===== src/rtl/xcfd_pkg.sv =====
package xcfd_pkg;

   localparam logic [7:0] CSR_RESET_VALUE = 8'h4A;

   localparam int unsigned CSR_INDEX_W = 1;
   localparam logic [CSR_INDEX_W-1:0] CSR_SYNC_BYTE     = 1'b0;
   localparam logic [CSR_INDEX_W-1:0] CSR_CHECKSUM_SEED = 1'b1;

   localparam logic REQ_LINE_BYTE = 1'b0;
   localparam logic REQ_READ      = 1'b1;

   localparam logic RSP_FRAME = 1'b0;
   localparam logic RSP_READ  = 1'b1;

   localparam int unsigned OP_DEPTH  = 4;
   localparam int unsigned OP_PTR_W  = $clog2(OP_DEPTH);
   localparam int unsigned OP_CNT_W  = $clog2(OP_DEPTH + 1);
   localparam int unsigned OUT_DEPTH = 4;
   localparam int unsigned OUT_PTR_W = $clog2(OUT_DEPTH);
   localparam int unsigned OUT_CNT_W = $clog2(OUT_DEPTH + 1);

   typedef enum logic [2:0] {
      PH_WAIT    = 3'd0,
      PH_FN_HI   = 3'd1,
      PH_FN_LO   = 3'd2,
      PH_LEN_HI  = 3'd3,
      PH_LEN_LO  = 3'd4,
      PH_PAYLOAD = 3'd5,
      PH_CHECK   = 3'd6
   } phase_type;

   typedef enum logic [1:0] {
      OP_WRITE  = 2'd0,
      OP_READ   = 2'd1,
      OP_REPORT = 2'd2
   } op_kind_type;

   typedef struct packed {
      logic       req_type;
      logic [7:0] line_byte;
      logic [7:0] read_index;
   } req_item_type;

   typedef struct packed {
      logic        result_kind;
      logic [15:0] function_code;
      logic [15:0] frame_length;
      logic        checksum_good;
      logic        payload_truncated;
      logic [7:0]  read_data;
   } rsp_item_type;

   // one unit of work handed from parser to executor
   typedef struct packed {
      op_kind_type kind;
      logic [15:0] addr;
      logic [7:0]  wdata;
      logic        read_zero;
      logic [15:0] function_code;
      logic [15:0] frame_length;
      logic        checksum_good;
      logic        payload_truncated;
   } op_item_type;

endpackage


===== src/rtl/xcfd_ram.sv =====
module xcfd_ram #(
   parameter int unsigned WIDTH = 8,
   parameter int unsigned DEPTH = 256
) (
   input  logic                                   clock,
   input  logic                                   wr_en,
   input  logic [((DEPTH > 1) ? $clog2(DEPTH) : 1)-1:0] wr_addr,
   input  logic [WIDTH-1:0]                       wr_data,
   input  logic                                   rd_en,
   input  logic [((DEPTH > 1) ? $clog2(DEPTH) : 1)-1:0] rd_addr,
   output logic [WIDTH-1:0]                       rd_data
);

   logic [WIDTH-1:0] mem_ff [DEPTH];
   logic [WIDTH-1:0] rd_data_ff;

   always_ff @(posedge clock) begin
      if (wr_en) begin
         mem_ff[wr_addr] <= wr_data;
      end
      if (rd_en) begin
         rd_data_ff <= mem_ff[rd_addr];
      end
   end

   assign rd_data = rd_data_ff;

endmodule


===== src/rtl/xcfd_front.sv =====
module xcfd_front #(
   parameter int unsigned PAYLOAD_DEPTH = 256
) (
   input  logic                                 clock,
   input  logic                                 reset,
   input  logic                                 push,
   input  logic                                 full,
   input  xcfd_pkg::req_item_type               req_item,
   input  logic                                 csr_valid,
   input  logic [xcfd_pkg::CSR_INDEX_W-1:0]     csr_index,
   input  logic [7:0]                           csr_data,
   output logic                                 op_valid,
   output xcfd_pkg::op_item_type                op
);

   logic [7:0]          sync_byte_ff;
   logic [7:0]          seed_ff;
   xcfd_pkg::phase_type phase_ff, phase_in;
   logic [15:0]         func_ff, func_in;
   logic [15:0]         len_ff, len_in;
   logic [15:0]         seen_ff, seen_in;
   logic [7:0]          xor_ff, xor_in;
   logic                accept;
   logic [7:0]          b;

   assign accept = push && !full;
   assign b      = req_item.line_byte;

   always_ff @(posedge clock) begin
      if (reset) begin
         sync_byte_ff <= xcfd_pkg::CSR_RESET_VALUE;
         seed_ff      <= xcfd_pkg::CSR_RESET_VALUE;
      end else if (csr_valid) begin
         unique case (csr_index)
            xcfd_pkg::CSR_SYNC_BYTE:     sync_byte_ff <= csr_data;
            xcfd_pkg::CSR_CHECKSUM_SEED: seed_ff      <= csr_data;
            default: ;
         endcase
      end
   end

   always_ff @(posedge clock) begin
      if (reset) begin
         phase_ff <= xcfd_pkg::PH_WAIT;
         func_ff  <= '0;
         len_ff   <= '0;
         seen_ff  <= '0;
         xor_ff   <= xcfd_pkg::CSR_RESET_VALUE;
      end else begin
         phase_ff <= phase_in;
         func_ff  <= func_in;
         len_ff   <= len_in;
         seen_ff  <= seen_in;
         xor_ff   <= xor_in;
      end
   end

   always_comb begin
      phase_in = phase_ff;
      func_in  = func_ff;
      len_in   = len_ff;
      seen_in  = seen_ff;
      xor_in   = xor_ff;
      op_valid = 1'b0;
      op       = '0;
      op.kind  = xcfd_pkg::OP_WRITE;

      if (accept) begin
         if (req_item.req_type == xcfd_pkg::REQ_READ) begin
            // reads bypass the parser entirely
            op_valid     = 1'b1;
            op.kind      = xcfd_pkg::OP_READ;
            op.addr      = {8'b0, req_item.read_index};
            op.read_zero = ({9'b0, req_item.read_index} >= 17'(PAYLOAD_DEPTH));
         end else begin
            unique case (phase_ff)
               xcfd_pkg::PH_FN_HI: begin
                  func_in  = {b, 8'b0};
                  xor_in   = xor_ff ^ b;
                  phase_in = xcfd_pkg::PH_FN_LO;
               end
               xcfd_pkg::PH_FN_LO: begin
                  func_in  = {func_ff[15:8], b};
                  xor_in   = xor_ff ^ b;
                  phase_in = xcfd_pkg::PH_LEN_HI;
               end
               xcfd_pkg::PH_LEN_HI: begin
                  len_in   = {b, 8'b0};
                  xor_in   = xor_ff ^ b;
                  phase_in = xcfd_pkg::PH_LEN_LO;
               end
               xcfd_pkg::PH_LEN_LO: begin
                  len_in   = {len_ff[15:8], b};
                  xor_in   = xor_ff ^ b;
                  seen_in  = '0;
                  phase_in = (len_in != 16'd0) ? xcfd_pkg::PH_PAYLOAD
                                               : xcfd_pkg::PH_CHECK;
               end
               xcfd_pkg::PH_PAYLOAD: begin
                  // bytes past the store are still counted and checksummed
                  if ({1'b0, seen_ff} < 17'(PAYLOAD_DEPTH)) begin
                     op_valid = 1'b1;
                     op.kind  = xcfd_pkg::OP_WRITE;
                     op.addr  = seen_ff;
                     op.wdata = b;
                  end
                  xor_in  = xor_ff ^ b;
                  seen_in = seen_ff + 16'd1;
                  if (seen_in >= len_ff) begin
                     phase_in = xcfd_pkg::PH_CHECK;
                  end
               end
               xcfd_pkg::PH_CHECK: begin
                  op_valid             = 1'b1;
                  op.kind              = xcfd_pkg::OP_REPORT;
                  op.function_code     = func_ff;
                  op.frame_length      = len_ff;
                  op.checksum_good     = (xor_ff == b);
                  op.payload_truncated = ({1'b0, len_ff} > 17'(PAYLOAD_DEPTH));
                  phase_in             = xcfd_pkg::PH_WAIT;
               end
               default: begin
                  if (b == sync_byte_ff) begin
                     xor_in   = seed_ff;
                     phase_in = xcfd_pkg::PH_FN_HI;
                  end else begin
                     phase_in = xcfd_pkg::PH_WAIT;
                  end
               end
            endcase
         end
      end
   end

endmodule


===== src/rtl/xcfd_op_queue.sv =====
module xcfd_op_queue (
   input  logic                  clock,
   input  logic                  reset,
   input  logic                  push_en,
   input  xcfd_pkg::op_item_type push_op,
   output logic                  full,
   output logic                  head_valid,
   output xcfd_pkg::op_item_type head_op,
   input  logic                  pop_en
);

   xcfd_pkg::op_item_type             slot_ff [xcfd_pkg::OP_DEPTH];
   logic [xcfd_pkg::OP_PTR_W-1:0]     wr_ptr_ff, wr_ptr_in;
   logic [xcfd_pkg::OP_PTR_W-1:0]     rd_ptr_ff, rd_ptr_in;
   logic [xcfd_pkg::OP_CNT_W-1:0]     count_ff, count_in;
   logic                              do_push;
   logic                              do_pop;

   assign full       = (count_ff == xcfd_pkg::OP_CNT_W'(xcfd_pkg::OP_DEPTH));
   assign head_valid = (count_ff != '0);
   assign head_op    = slot_ff[rd_ptr_ff];
   assign do_push    = push_en && !full;
   assign do_pop     = pop_en && head_valid;

   always_comb begin
      wr_ptr_in = wr_ptr_ff;
      rd_ptr_in = rd_ptr_ff;
      if (do_push) begin
         wr_ptr_in = (wr_ptr_ff == xcfd_pkg::OP_PTR_W'(xcfd_pkg::OP_DEPTH - 1))
                     ? '0 : wr_ptr_ff + 1'b1;
      end
      if (do_pop) begin
         rd_ptr_in = (rd_ptr_ff == xcfd_pkg::OP_PTR_W'(xcfd_pkg::OP_DEPTH - 1))
                     ? '0 : rd_ptr_ff + 1'b1;
      end
      unique case ({do_push, do_pop})
         2'b10:   count_in = count_ff + 1'b1;
         2'b01:   count_in = count_ff - 1'b1;
         default: count_in = count_ff;
      endcase
   end

   always_ff @(posedge clock) begin
      if (reset) begin
         wr_ptr_ff <= '0;
         rd_ptr_ff <= '0;
         count_ff  <= '0;
      end else begin
         wr_ptr_ff <= wr_ptr_in;
         rd_ptr_ff <= rd_ptr_in;
         count_ff  <= count_in;
      end
   end

   always_ff @(posedge clock) begin
      if (do_push) begin
         slot_ff[wr_ptr_ff] <= push_op;
      end
   end

endmodule


===== src/rtl/xcfd_back.sv =====
module xcfd_back #(
   parameter int unsigned PAYLOAD_DEPTH = 256
) (
   input  logic                   clock,
   input  logic                   reset,
   input  logic                   head_valid,
   input  xcfd_pkg::op_item_type  head_op,
   output logic                   pop_en,
   output logic                   empty,
   input  logic                   pop,
   output xcfd_pkg::rsp_item_type rsp_item
);

   localparam int unsigned ADDR_W = (PAYLOAD_DEPTH > 1) ? $clog2(PAYLOAD_DEPTH) : 1;
   localparam int unsigned CRED_W = xcfd_pkg::OUT_CNT_W + 1;

   // stage 1: store access in flight
   logic                   s1_valid_ff;
   logic                   s1_read_ff;
   logic                   s1_zero_ff;
   xcfd_pkg::rsp_item_type s1_rsp_ff;

   xcfd_pkg::rsp_item_type out_slot_ff [xcfd_pkg::OUT_DEPTH];
   logic [xcfd_pkg::OUT_PTR_W-1:0] wr_ptr_ff, wr_ptr_in;
   logic [xcfd_pkg::OUT_PTR_W-1:0] rd_ptr_ff, rd_ptr_in;
   logic [xcfd_pkg::OUT_CNT_W-1:0] count_ff, count_in;

   logic                   is_write;
   logic                   credit;
   logic                   issue;
   logic [7:0]             ram_rdata;
   xcfd_pkg::rsp_item_type s2_rsp;
   logic                   do_pop;

   assign is_write = (head_op.kind == xcfd_pkg::OP_WRITE);
   // results already queued plus the one in flight must leave room
   assign credit   = (CRED_W'(count_ff) + CRED_W'(s1_valid_ff))
                     < CRED_W'(xcfd_pkg::OUT_DEPTH);
   assign issue    = head_valid && (is_write || credit);
   assign pop_en   = issue;

   xcfd_ram #(
      .WIDTH (8),
      .DEPTH (PAYLOAD_DEPTH)
   ) u_payload_ram (
      .clock   (clock),
      .wr_en   (issue && is_write),
      .wr_addr (head_op.addr[ADDR_W-1:0]),
      .wr_data (head_op.wdata),
      .rd_en   (issue && (head_op.kind == xcfd_pkg::OP_READ)),
      .rd_addr (head_op.addr[ADDR_W-1:0]),
      .rd_data (ram_rdata)
   );

   always_ff @(posedge clock) begin
      if (reset) begin
         s1_valid_ff <= 1'b0;
      end else begin
         s1_valid_ff <= issue && !is_write;
      end
   end

   always_ff @(posedge clock) begin
      if (issue) begin
         s1_read_ff                  <= (head_op.kind == xcfd_pkg::OP_READ);
         s1_zero_ff                  <= head_op.read_zero;
         s1_rsp_ff.result_kind       <= (head_op.kind == xcfd_pkg::OP_READ)
                                        ? xcfd_pkg::RSP_READ : xcfd_pkg::RSP_FRAME;
         s1_rsp_ff.function_code     <= head_op.function_code;
         s1_rsp_ff.frame_length      <= head_op.frame_length;
         s1_rsp_ff.checksum_good     <= head_op.checksum_good;
         s1_rsp_ff.payload_truncated <= head_op.payload_truncated;
         s1_rsp_ff.read_data         <= '0;
      end
   end

   always_comb begin
      s2_rsp = s1_rsp_ff;
      if (s1_read_ff && !s1_zero_ff) begin
         s2_rsp.read_data = ram_rdata;
      end
   end

   assign empty    = (count_ff == '0);
   assign rsp_item = out_slot_ff[rd_ptr_ff];
   assign do_pop   = pop && !empty;

   always_comb begin
      wr_ptr_in = wr_ptr_ff;
      rd_ptr_in = rd_ptr_ff;
      if (s1_valid_ff) begin
         wr_ptr_in = (wr_ptr_ff == xcfd_pkg::OUT_PTR_W'(xcfd_pkg::OUT_DEPTH - 1))
                     ? '0 : wr_ptr_ff + 1'b1;
      end
      if (do_pop) begin
         rd_ptr_in = (rd_ptr_ff == xcfd_pkg::OUT_PTR_W'(xcfd_pkg::OUT_DEPTH - 1))
                     ? '0 : rd_ptr_ff + 1'b1;
      end
      unique case ({s1_valid_ff, do_pop})
         2'b10:   count_in = count_ff + 1'b1;
         2'b01:   count_in = count_ff - 1'b1;
         default: count_in = count_ff;
      endcase
   end

   always_ff @(posedge clock) begin
      if (reset) begin
         wr_ptr_ff <= '0;
         rd_ptr_ff <= '0;
         count_ff  <= '0;
      end else begin
         wr_ptr_ff <= wr_ptr_in;
         rd_ptr_ff <= rd_ptr_in;
         count_ff  <= count_in;
      end
   end

   always_ff @(posedge clock) begin
      if (s1_valid_ff) begin
         out_slot_ff[wr_ptr_ff] <= s2_rsp;
      end
   end

endmodule


===== src/rtl/xor_checked_frame_deframer_top.sv =====
// Frame deframer: hunts for the sync byte, then takes function (16 bit, big
// endian), length (16 bit), length payload bytes and an XOR checksum byte.
// Request channel (push/full, req_item): a line byte or a read of a stored
// payload byte. One request is taken per cycle while full is low.
// Response channel (empty/pop, rsp_item): a frame report on each checksum
// byte, or the data for a read. Line bytes that end no frame give nothing.
// The parser works on each request as it arrives and posts store writes,
// reads and reports into a four-entry operation queue; the executor drains
// it at one operation a cycle, reads and reports only while the response
// queue has room, through the payload RAM into a four-entry response queue.
// A response passes the operation queue, store stage and response queue.
// When pop is held low the response queue fills, the executor stops issuing
// result operations and the operation queue then raises full.
// CSR writes (csr_valid, always ready) set the sync byte (index 0) and the
// checksum seed (index 1); both reset to 0x4A. Reset returns the parser to
// sync hunt and empties both queues; payload RAM contents are not cleared.
module xor_checked_frame_deframer_top #(
   parameter int unsigned PAYLOAD_DEPTH = 256
) (
   input  logic                             clock,
   input  logic                             reset,
   input  logic                             push,
   output logic                             full,
   input  xcfd_pkg::req_item_type           req_item,
   output logic                             empty,
   input  logic                             pop,
   output xcfd_pkg::rsp_item_type           rsp_item,
   input  logic                             csr_valid,
   output logic                             csr_ready,
   input  logic [xcfd_pkg::CSR_INDEX_W-1:0] csr_index,
   input  logic [7:0]                       csr_data
);

   logic                  op_valid;
   xcfd_pkg::op_item_type op;
   logic                  head_valid;
   xcfd_pkg::op_item_type head_op;
   logic                  pop_en;

   assign csr_ready = 1'b1;

   xcfd_front #(
      .PAYLOAD_DEPTH (PAYLOAD_DEPTH)
   ) u_front (
      .clock     (clock),
      .reset     (reset),
      .push      (push),
      .full      (full),
      .req_item  (req_item),
      .csr_valid (csr_valid),
      .csr_index (csr_index),
      .csr_data  (csr_data),
      .op_valid  (op_valid),
      .op        (op)
   );

   xcfd_op_queue u_op_queue (
      .clock      (clock),
      .reset      (reset),
      .push_en    (op_valid),
      .push_op    (op),
      .full       (full),
      .head_valid (head_valid),
      .head_op    (head_op),
      .pop_en     (pop_en)
   );

   xcfd_back #(
      .PAYLOAD_DEPTH (PAYLOAD_DEPTH)
   ) u_back (
      .clock      (clock),
      .reset      (reset),
      .head_valid (head_valid),
      .head_op    (head_op),
      .pop_en     (pop_en),
      .empty      (empty),
      .pop        (pop),
      .rsp_item   (rsp_item)
   );

endmodule

===== config.mk =====
export PLATFORM = sky130hd
export DESIGN_NAME = xor_checked_frame_deframer_top
export DESIGN_NICKNAME = d
export VERILOG_FILES = /design/src/rtl/xcfd_pkg.sv /design/src/rtl/xcfd_ram.sv /design/src/rtl/xcfd_front.sv /design/src/rtl/xcfd_op_queue.sv /design/src/rtl/xcfd_back.sv /design/src/rtl/xor_checked_frame_deframer_top.sv
export SDC_FILE = /design/constraint.sdc
export NUM_CORES = 2
export LEC_CHECK = 0
export BUFFER_PORTS_ARGS = -buffer_cell sky130_fd_sc_hd__buf_4
export CORE_ASPECT_RATIO = 1.5
export CORE_UTILIZATION = 40
export DETAILED_ROUTE_END_ITERATION = 12
export GPL_ROUTABILITY_DRIVEN = 0
export RECOVER_POWER = 25
export SLEW_MARGIN = 5
export SYNTH_ARGS = -nofsm -noshare
export SYNTH_HDL_FRONTEND = slang
export SYNTH_SLANG_ARGS = --single-unit
export TNS_END_PERCENT = 50

===== constraint.sdc =====
create_clock -name clock -period 5.4 [get_ports clock]
set_input_delay 1.62 -clock clock [delete_from_list [all_inputs] [get_ports clock]]
set_output_delay 1.62 -clock clock [all_outputs]
set_load 0.02 [all_outputs]

==> Word-level counts from Yosys, hierarchy flattened <==
Memory sizes are Yosys's and may differ from the RTL's. A register that Yosys moved wholly into a read port is not among the register bits.
Cells that the tools add are included.
{ "word_totals": {"in_bits": 31, "ram_bits": 2464, "out_inout_bits": 46, "ff_bits": 127, "n_memories": 3} }
{ "op_classes": {"add_sub_neg": 10, "n_bitwise": 6, "mux": 39, "n_eq_ne": 19, "magnitude_cmp": 4, "n_reduce_logical": 34} }
{ "mem_list": {"columns": ["memory", "words", "width", "read_ports", "rd_ports_with_merged_regs", "write_ports", "line_no", "rtl"], "rows": [
  ["u_back.u_payload_ram.mem_ff", 256, 8, 1, 1, 1, "xcfd_ram.sv:14", "logic [WIDTH-1:0] mem_ff [DEPTH];"],
  ["u_op_queue.slot_ff", 4, 61, 1, 1, 1, "xcfd_op_queue.sv:12", "xcfd_pkg::op_item_type slot_ff [xcfd_pkg::OP_DEPTH];"],
  ["u_back.out_slot_ff", 4, 43, 1, 1, 1, "xcfd_back.sv:23", "xcfd_pkg::rsp_item_type out_slot_ff [xcfd_pkg::OUT_DEPTH];"]
]} }
{ "ops": {"columns": ["cell", "count"], "rows": [
  ["16-bit one-hot mux with 2 select lines", 3],
  ["34-bit 2-to-1 mux", 2],
  ["61-bit 2-to-1 mux", 1],
  ["24-bit 2-to-1 mux", 2],
  ["8-bit 2-to-1 mux", 3],
  ["18-bit 2-to-1 mux", 1],
  ["2-bit 2-to-1 mux", 9],
  ["3-bit one-hot mux with 6 select lines", 1],
  ["16-bit by 1-bit adder with 16-bit output (second input constant)", 1],
  ["8-bit equality test", 2],
  ["16-bit >= comparator", 1],
  ["16-bit by 9-bit greater-than comparator with 1-bit output (second input constant)", 1],
  ["16-bit by 9-bit less-than comparator with 1-bit output (second input constant)", 1],
  ["8-bit one-hot mux with 2 select lines", 1],
  ["16-bit nonzero test", 1],
  ["2-bit equality test (second input constant)", 6],
  ["3-bit equality test (second input constant)", 4],
  ["3-bit one-hot mux with 2 select lines", 2],
  ["3-bit AND reduction", 4],
  ["4-bit AND reduction", 3],
  ["2-bit nonzero test", 6],
  ["1-bit 2-to-1 mux", 11],
  ["1-bit logical AND", 9],
  ["2-bit by 1-bit adder with 2-bit output (second input constant)", 4],
  ["other kinds (20)", 33]
]} }

==> Logic depth before layout (Yosys ltp) <==
{ "depth": {"word_depth": 8, "mapped_depth": 15} }

==> By module <==
Synthesis repeated with hierarchy kept, for this count alone.
{ "unflattened": {"cells_unflattened": 5007, "hier_area_um2": 101218.3} }
{ "by_module_without_submodules": {"columns": ["mod", "instances", "cells_per_inst", "area_each_um2"], "rows": [
  ["xcfd_ram", 1, 3733, 79636.4],
  ["xcfd_op_queue", 1, 373, 9278.9],
  ["xcfd_back", 1, 328, 7918.8],
  ["xcfd_front", 1, 571, 4372.9],
  ["xor_checked_frame_deframer_top", 1, 2, 11.3]
]} }

==> Least setup slack after synthesis <==
Ideal clock, no wire load.
{ "synth_timing": {"kind": "register -> register", "start": "register (tool-made name)", "end": "register u_op_queue.count_ff[2] (netlist name)", "slack_ns": 0.699, "setup_ns": 0.070, "path_buffers": 1, "path_stages_with_launch": 11, "arrival_ns": 4.631, "cell_sequence": "dfxtp_1 buf_6 mux4_2 or2_2 a21oi_1 ha_1 inv_1 fa_1 xor2_1 or3_1 a21oi_1"} }
{ "synth_rtl": {"columns": ["element", "line_no", "rtl"], "rows": [
  ["to (signal assigned)", "xcfd_op_queue.sv:51", "count_ff <= count_in;"],
  ["to (decl)", "xcfd_op_queue.sv:15", "logic [xcfd_pkg::OP_CNT_W-1:0] count_ff, count_in;"]
]} }

==> results.cfg <==
[floorplanning]
die_y_microns = 623
io_pins = 77
die_area_sq_um = 259000
initial_core_util_pct = 40.3
core_area_sq_um = 255000
dieWidth_microns = 416
fp-row-count = 227

[yosys]
synth_cells = 6077
yosysTopAreaCell = edfxtp_1
ys.flop_type = edfxtp_1
synth_edf_count = 2471
synth_top_area_share_pct = 72.2
synth_area_sq_um = 103000
ys_ff_latch = 2565
async_flop_share_pct = 0
yosys-top-cells-area = edfxtp_1, mux2i_1, mux2_2
synth_cell_types = 49
syn_nets = 6139
ys_seq_area_share_pct = 74.1
synth_area_per_cell_sq_um = 16.9
yosysWarningCount = 0

[finish]
fillers = 21999
drive_above_1_share_pct = 14.2
area_growth_pct = 11.6
layout_common_cells = edfxtp_1, mux2i_1, nand2_1
layout_commonest_cell = edfxtp_1
multiInputGateArea_sq_um = 25000
fin_area_sq_um = 115000
seq_area_sq_um = 76100
finalNetCount = 6248
stdcell_count = 9675

[outcome]
violations = capacitance limit, slew limit
status = finished, violations left

[cts]
clkTransAtPathRegs_ps = 70
postCtsSetupBuffers = 0
cts-resized-gates = 0
cts-root-buf = clkbuf_16
clockBufferDepth = 4
numCtsBuffers = 229
cts_tree = built
cts_hold_buf = 0
htree_levels = 4
cts_num_sinks = 2565
worstSkewPairLatency_ps = 870

[placed_design]
postPlaceCellArea_sq_um = 108000
dp_worst_setup_slack_ps = 683
portBuffers = 75
post-place-cells = 9275
post-dp-hpwl_microns = 151000

[detailed_routing]
wl_microns = 251000
drt_iter0_markers = 4179
drcViolationCount = 0
wl_per_cell_microns = 25.9
antenna_left = 0
avgViaCountPerCell = 5.47
dr.pass1.iters = 5
num_vias = 52897

[setup_path]
path_buf_inv = 2
crit_chain = mux4_4 -> buf_12 -> buf_12 -> mux2i_1 -> a22oi_1 -> nand3_1 -> a22oi_1 -> nand2_1 -> a22oi_1 -> nand2_1
cp_slowest_cell = dfxtp_1
crit_type = flop to flop
critPathMostFrequentCell = a22oi_1
cp-start-kind = flop
crit_required_ps = 6000
crit_fanout = 108
cp-end-kind = flop
critPathArrivalTime_ps = 5370
critPathMaxStageDelay_ps = 890
path_delay_family = compound AO/OA/AOI/OAI gates

[grt]
grt_antenna_before_repair = 5
track_usage_pct = 19.0
grt_pass1_wl_microns = 366000
grt_pass1_vias = 54799
grt_max_degree = 163
grt.overflow.total = 0

[sta]
rsz0062_at_grt = no
finClkSkew_ps = 45.0
drv_slew = 1143
period_needed_ps = 4770
fin_crit_sh_pct = 88.2
whs_ps = 451
finalSetupViolations = 0
hold_viol_final = 0
setup_tns_ps = 0
worst_pin_slew_ps = 4190
max_slew_margin_pct = -179
setup_ws_ps = 635
max_freq_ghz = 0.210

[min_path]
min_path_type = flop to flop

[pwr]
internal_power_uw = 38700
power.density_nw_per_um2 = 500
ir_drop_mv = 0.604
power_frac_comb_pct = 28.5
netSwitchingFraction_pct = 32.5
p_leak_uw = 0.0385
clkPwrFrac_pct = 27.7
power_frac_seq_pct = 43.8
switchingPower_uw = 18700

[run]
maxCapViolations = 14
## cell families after synthesis
family / count (synthesis) / share of synthesized area (%)
flops: 2565 / 74.1
compound gates: 599 / 4.19
buf+inv: 410 / 1.74
fa+ha+maj: 31 / 0.392
mux: 1381 / 14.9
xor+xnor: 34 / 0.290
other cells: 1 / 0.00365
simple gates: 1056 / 4.41
## metal layers
layer | share of wire, % | GRT usage, % | up-vias | wire [microns]
li1 | - | - | 23855 | -
met1 | 38 | 22.4 | 27201 | 95400
met2 | 53 | 34.8 | 1431 | 134000
met3 | 4.3 | 2.21 | 410 | 10800
met4 | 4.3 | 7.91 | 0 | 10800
met5 | 0 | 0 | - | 0
## state kept, by name, summed over array words and instances, names as in the netlist, named ones only
register,count
u_back.u_payload_ram.mem_ff,2048
u_op_queue.slot_ff,208
u_back.out_slot_ff,172
u_back.s1_rsp_ff,35
u_front.func_ff,16
u_front.len_ff,16
u_front.seen_ff,16
u_back.u_payload_ram.rd_data,8
u_front.seed_ff,8
u_front.sync_byte_ff,8
u_front.xor_ff,8
u_back.count_ff,3
u_front.phase_ff,3
u_op_queue.count_ff,3
u_back.rd_ptr_ff,2
u_back.wr_ptr_ff,2
u_op_queue.rd_ptr_ff,2
u_op_queue.wr_ptr_ff,2
u_back.s1_valid_ff,1
## power groups by stage
stage | Combinational, uW | Clock [uW] | Sequential (uW)
5_1_grt | 17300 | 16800 | 25200
3_5_place_dp | 16600 | 0 | 25500
3_3_place_gp | 16400 | 0 | 25400
6_report | 16300 | 15900 | 25200
4_1_cts | 16600 | 16100 | 25000
2_1_floorplan | 10300 | 0 | 25400
## worst register-to-register path, cell delays in order, from the launching register on
cell,delay (ps)
dfxtp_1,890
mux4_4,670
buf_12,260
buf_12,510
mux2i_1,280
a22oi_1,340
nand3_1,250
a22oi_1,330
nand2_1,370
a22oi_1,490
nand2_1,110
## area by class of cell
cell class	instances	area share, %
Multi-Input combinational cell	3102	21.8
Tap cell	3320	3.62
Sequential cell	2565	66.4
Clock buffer	276	5.21
Clock inverter	122	0.979
Timing Repair Buffer	256	1.93
Inverter	32	0.105
Antenna cell	2	0.00436
## worst paths after layout
check	cells past startpoint	slack, ps	to	from
worst min register to register	2	450	u_front.len_ff[14]$_SDFFE_PP0P_	u_front.len_ff[14]$_SDFFE_PP0P_
worst min-delay path	2	450	u_front.len_ff[14]$_SDFFE_PP0P_	u_front.len_ff[14]$_SDFFE_PP0P_
worst max-delay path	10	630	u_back.u_payload_ram.rd_data[4]$_DFFE_PP_	flop
worst max register to register	10	630	u_back.u_payload_ram.rd_data[4]$_DFFE_PP_	flop
## metrics by stage
step                      total power (uW)  utilization [%]
after floorplan                      35700                -
after detailed placement             42000             42.2
final                                57400             45.0
after CTS                            57800             45.0
after global routing                 59300             45.0
after global placement               41800             42.2
## Yosys cell counts, drive strengths merged, types with 3 or more instances
master	count
or2	3
nand2b	9
or3	5
ha	29
inv	32
nand4	4
buf	168
nand2	419
o21ai	29
mux4	95
o21a	5
a22oi	230
and3	9
dfxtp	94
o211ai	256
nor3	10
a21oi	57
and2	48
xnor2	6
mux2i	1029
xor2	28
nand3b	11
a22o	8
nor4	25
edfxtp	2471
clkbuf	210
nand3	165
nor2	333
mux2	257
a21o	4
nor2b	10
No activity file was read; power rests on OpenSTA's default activity.
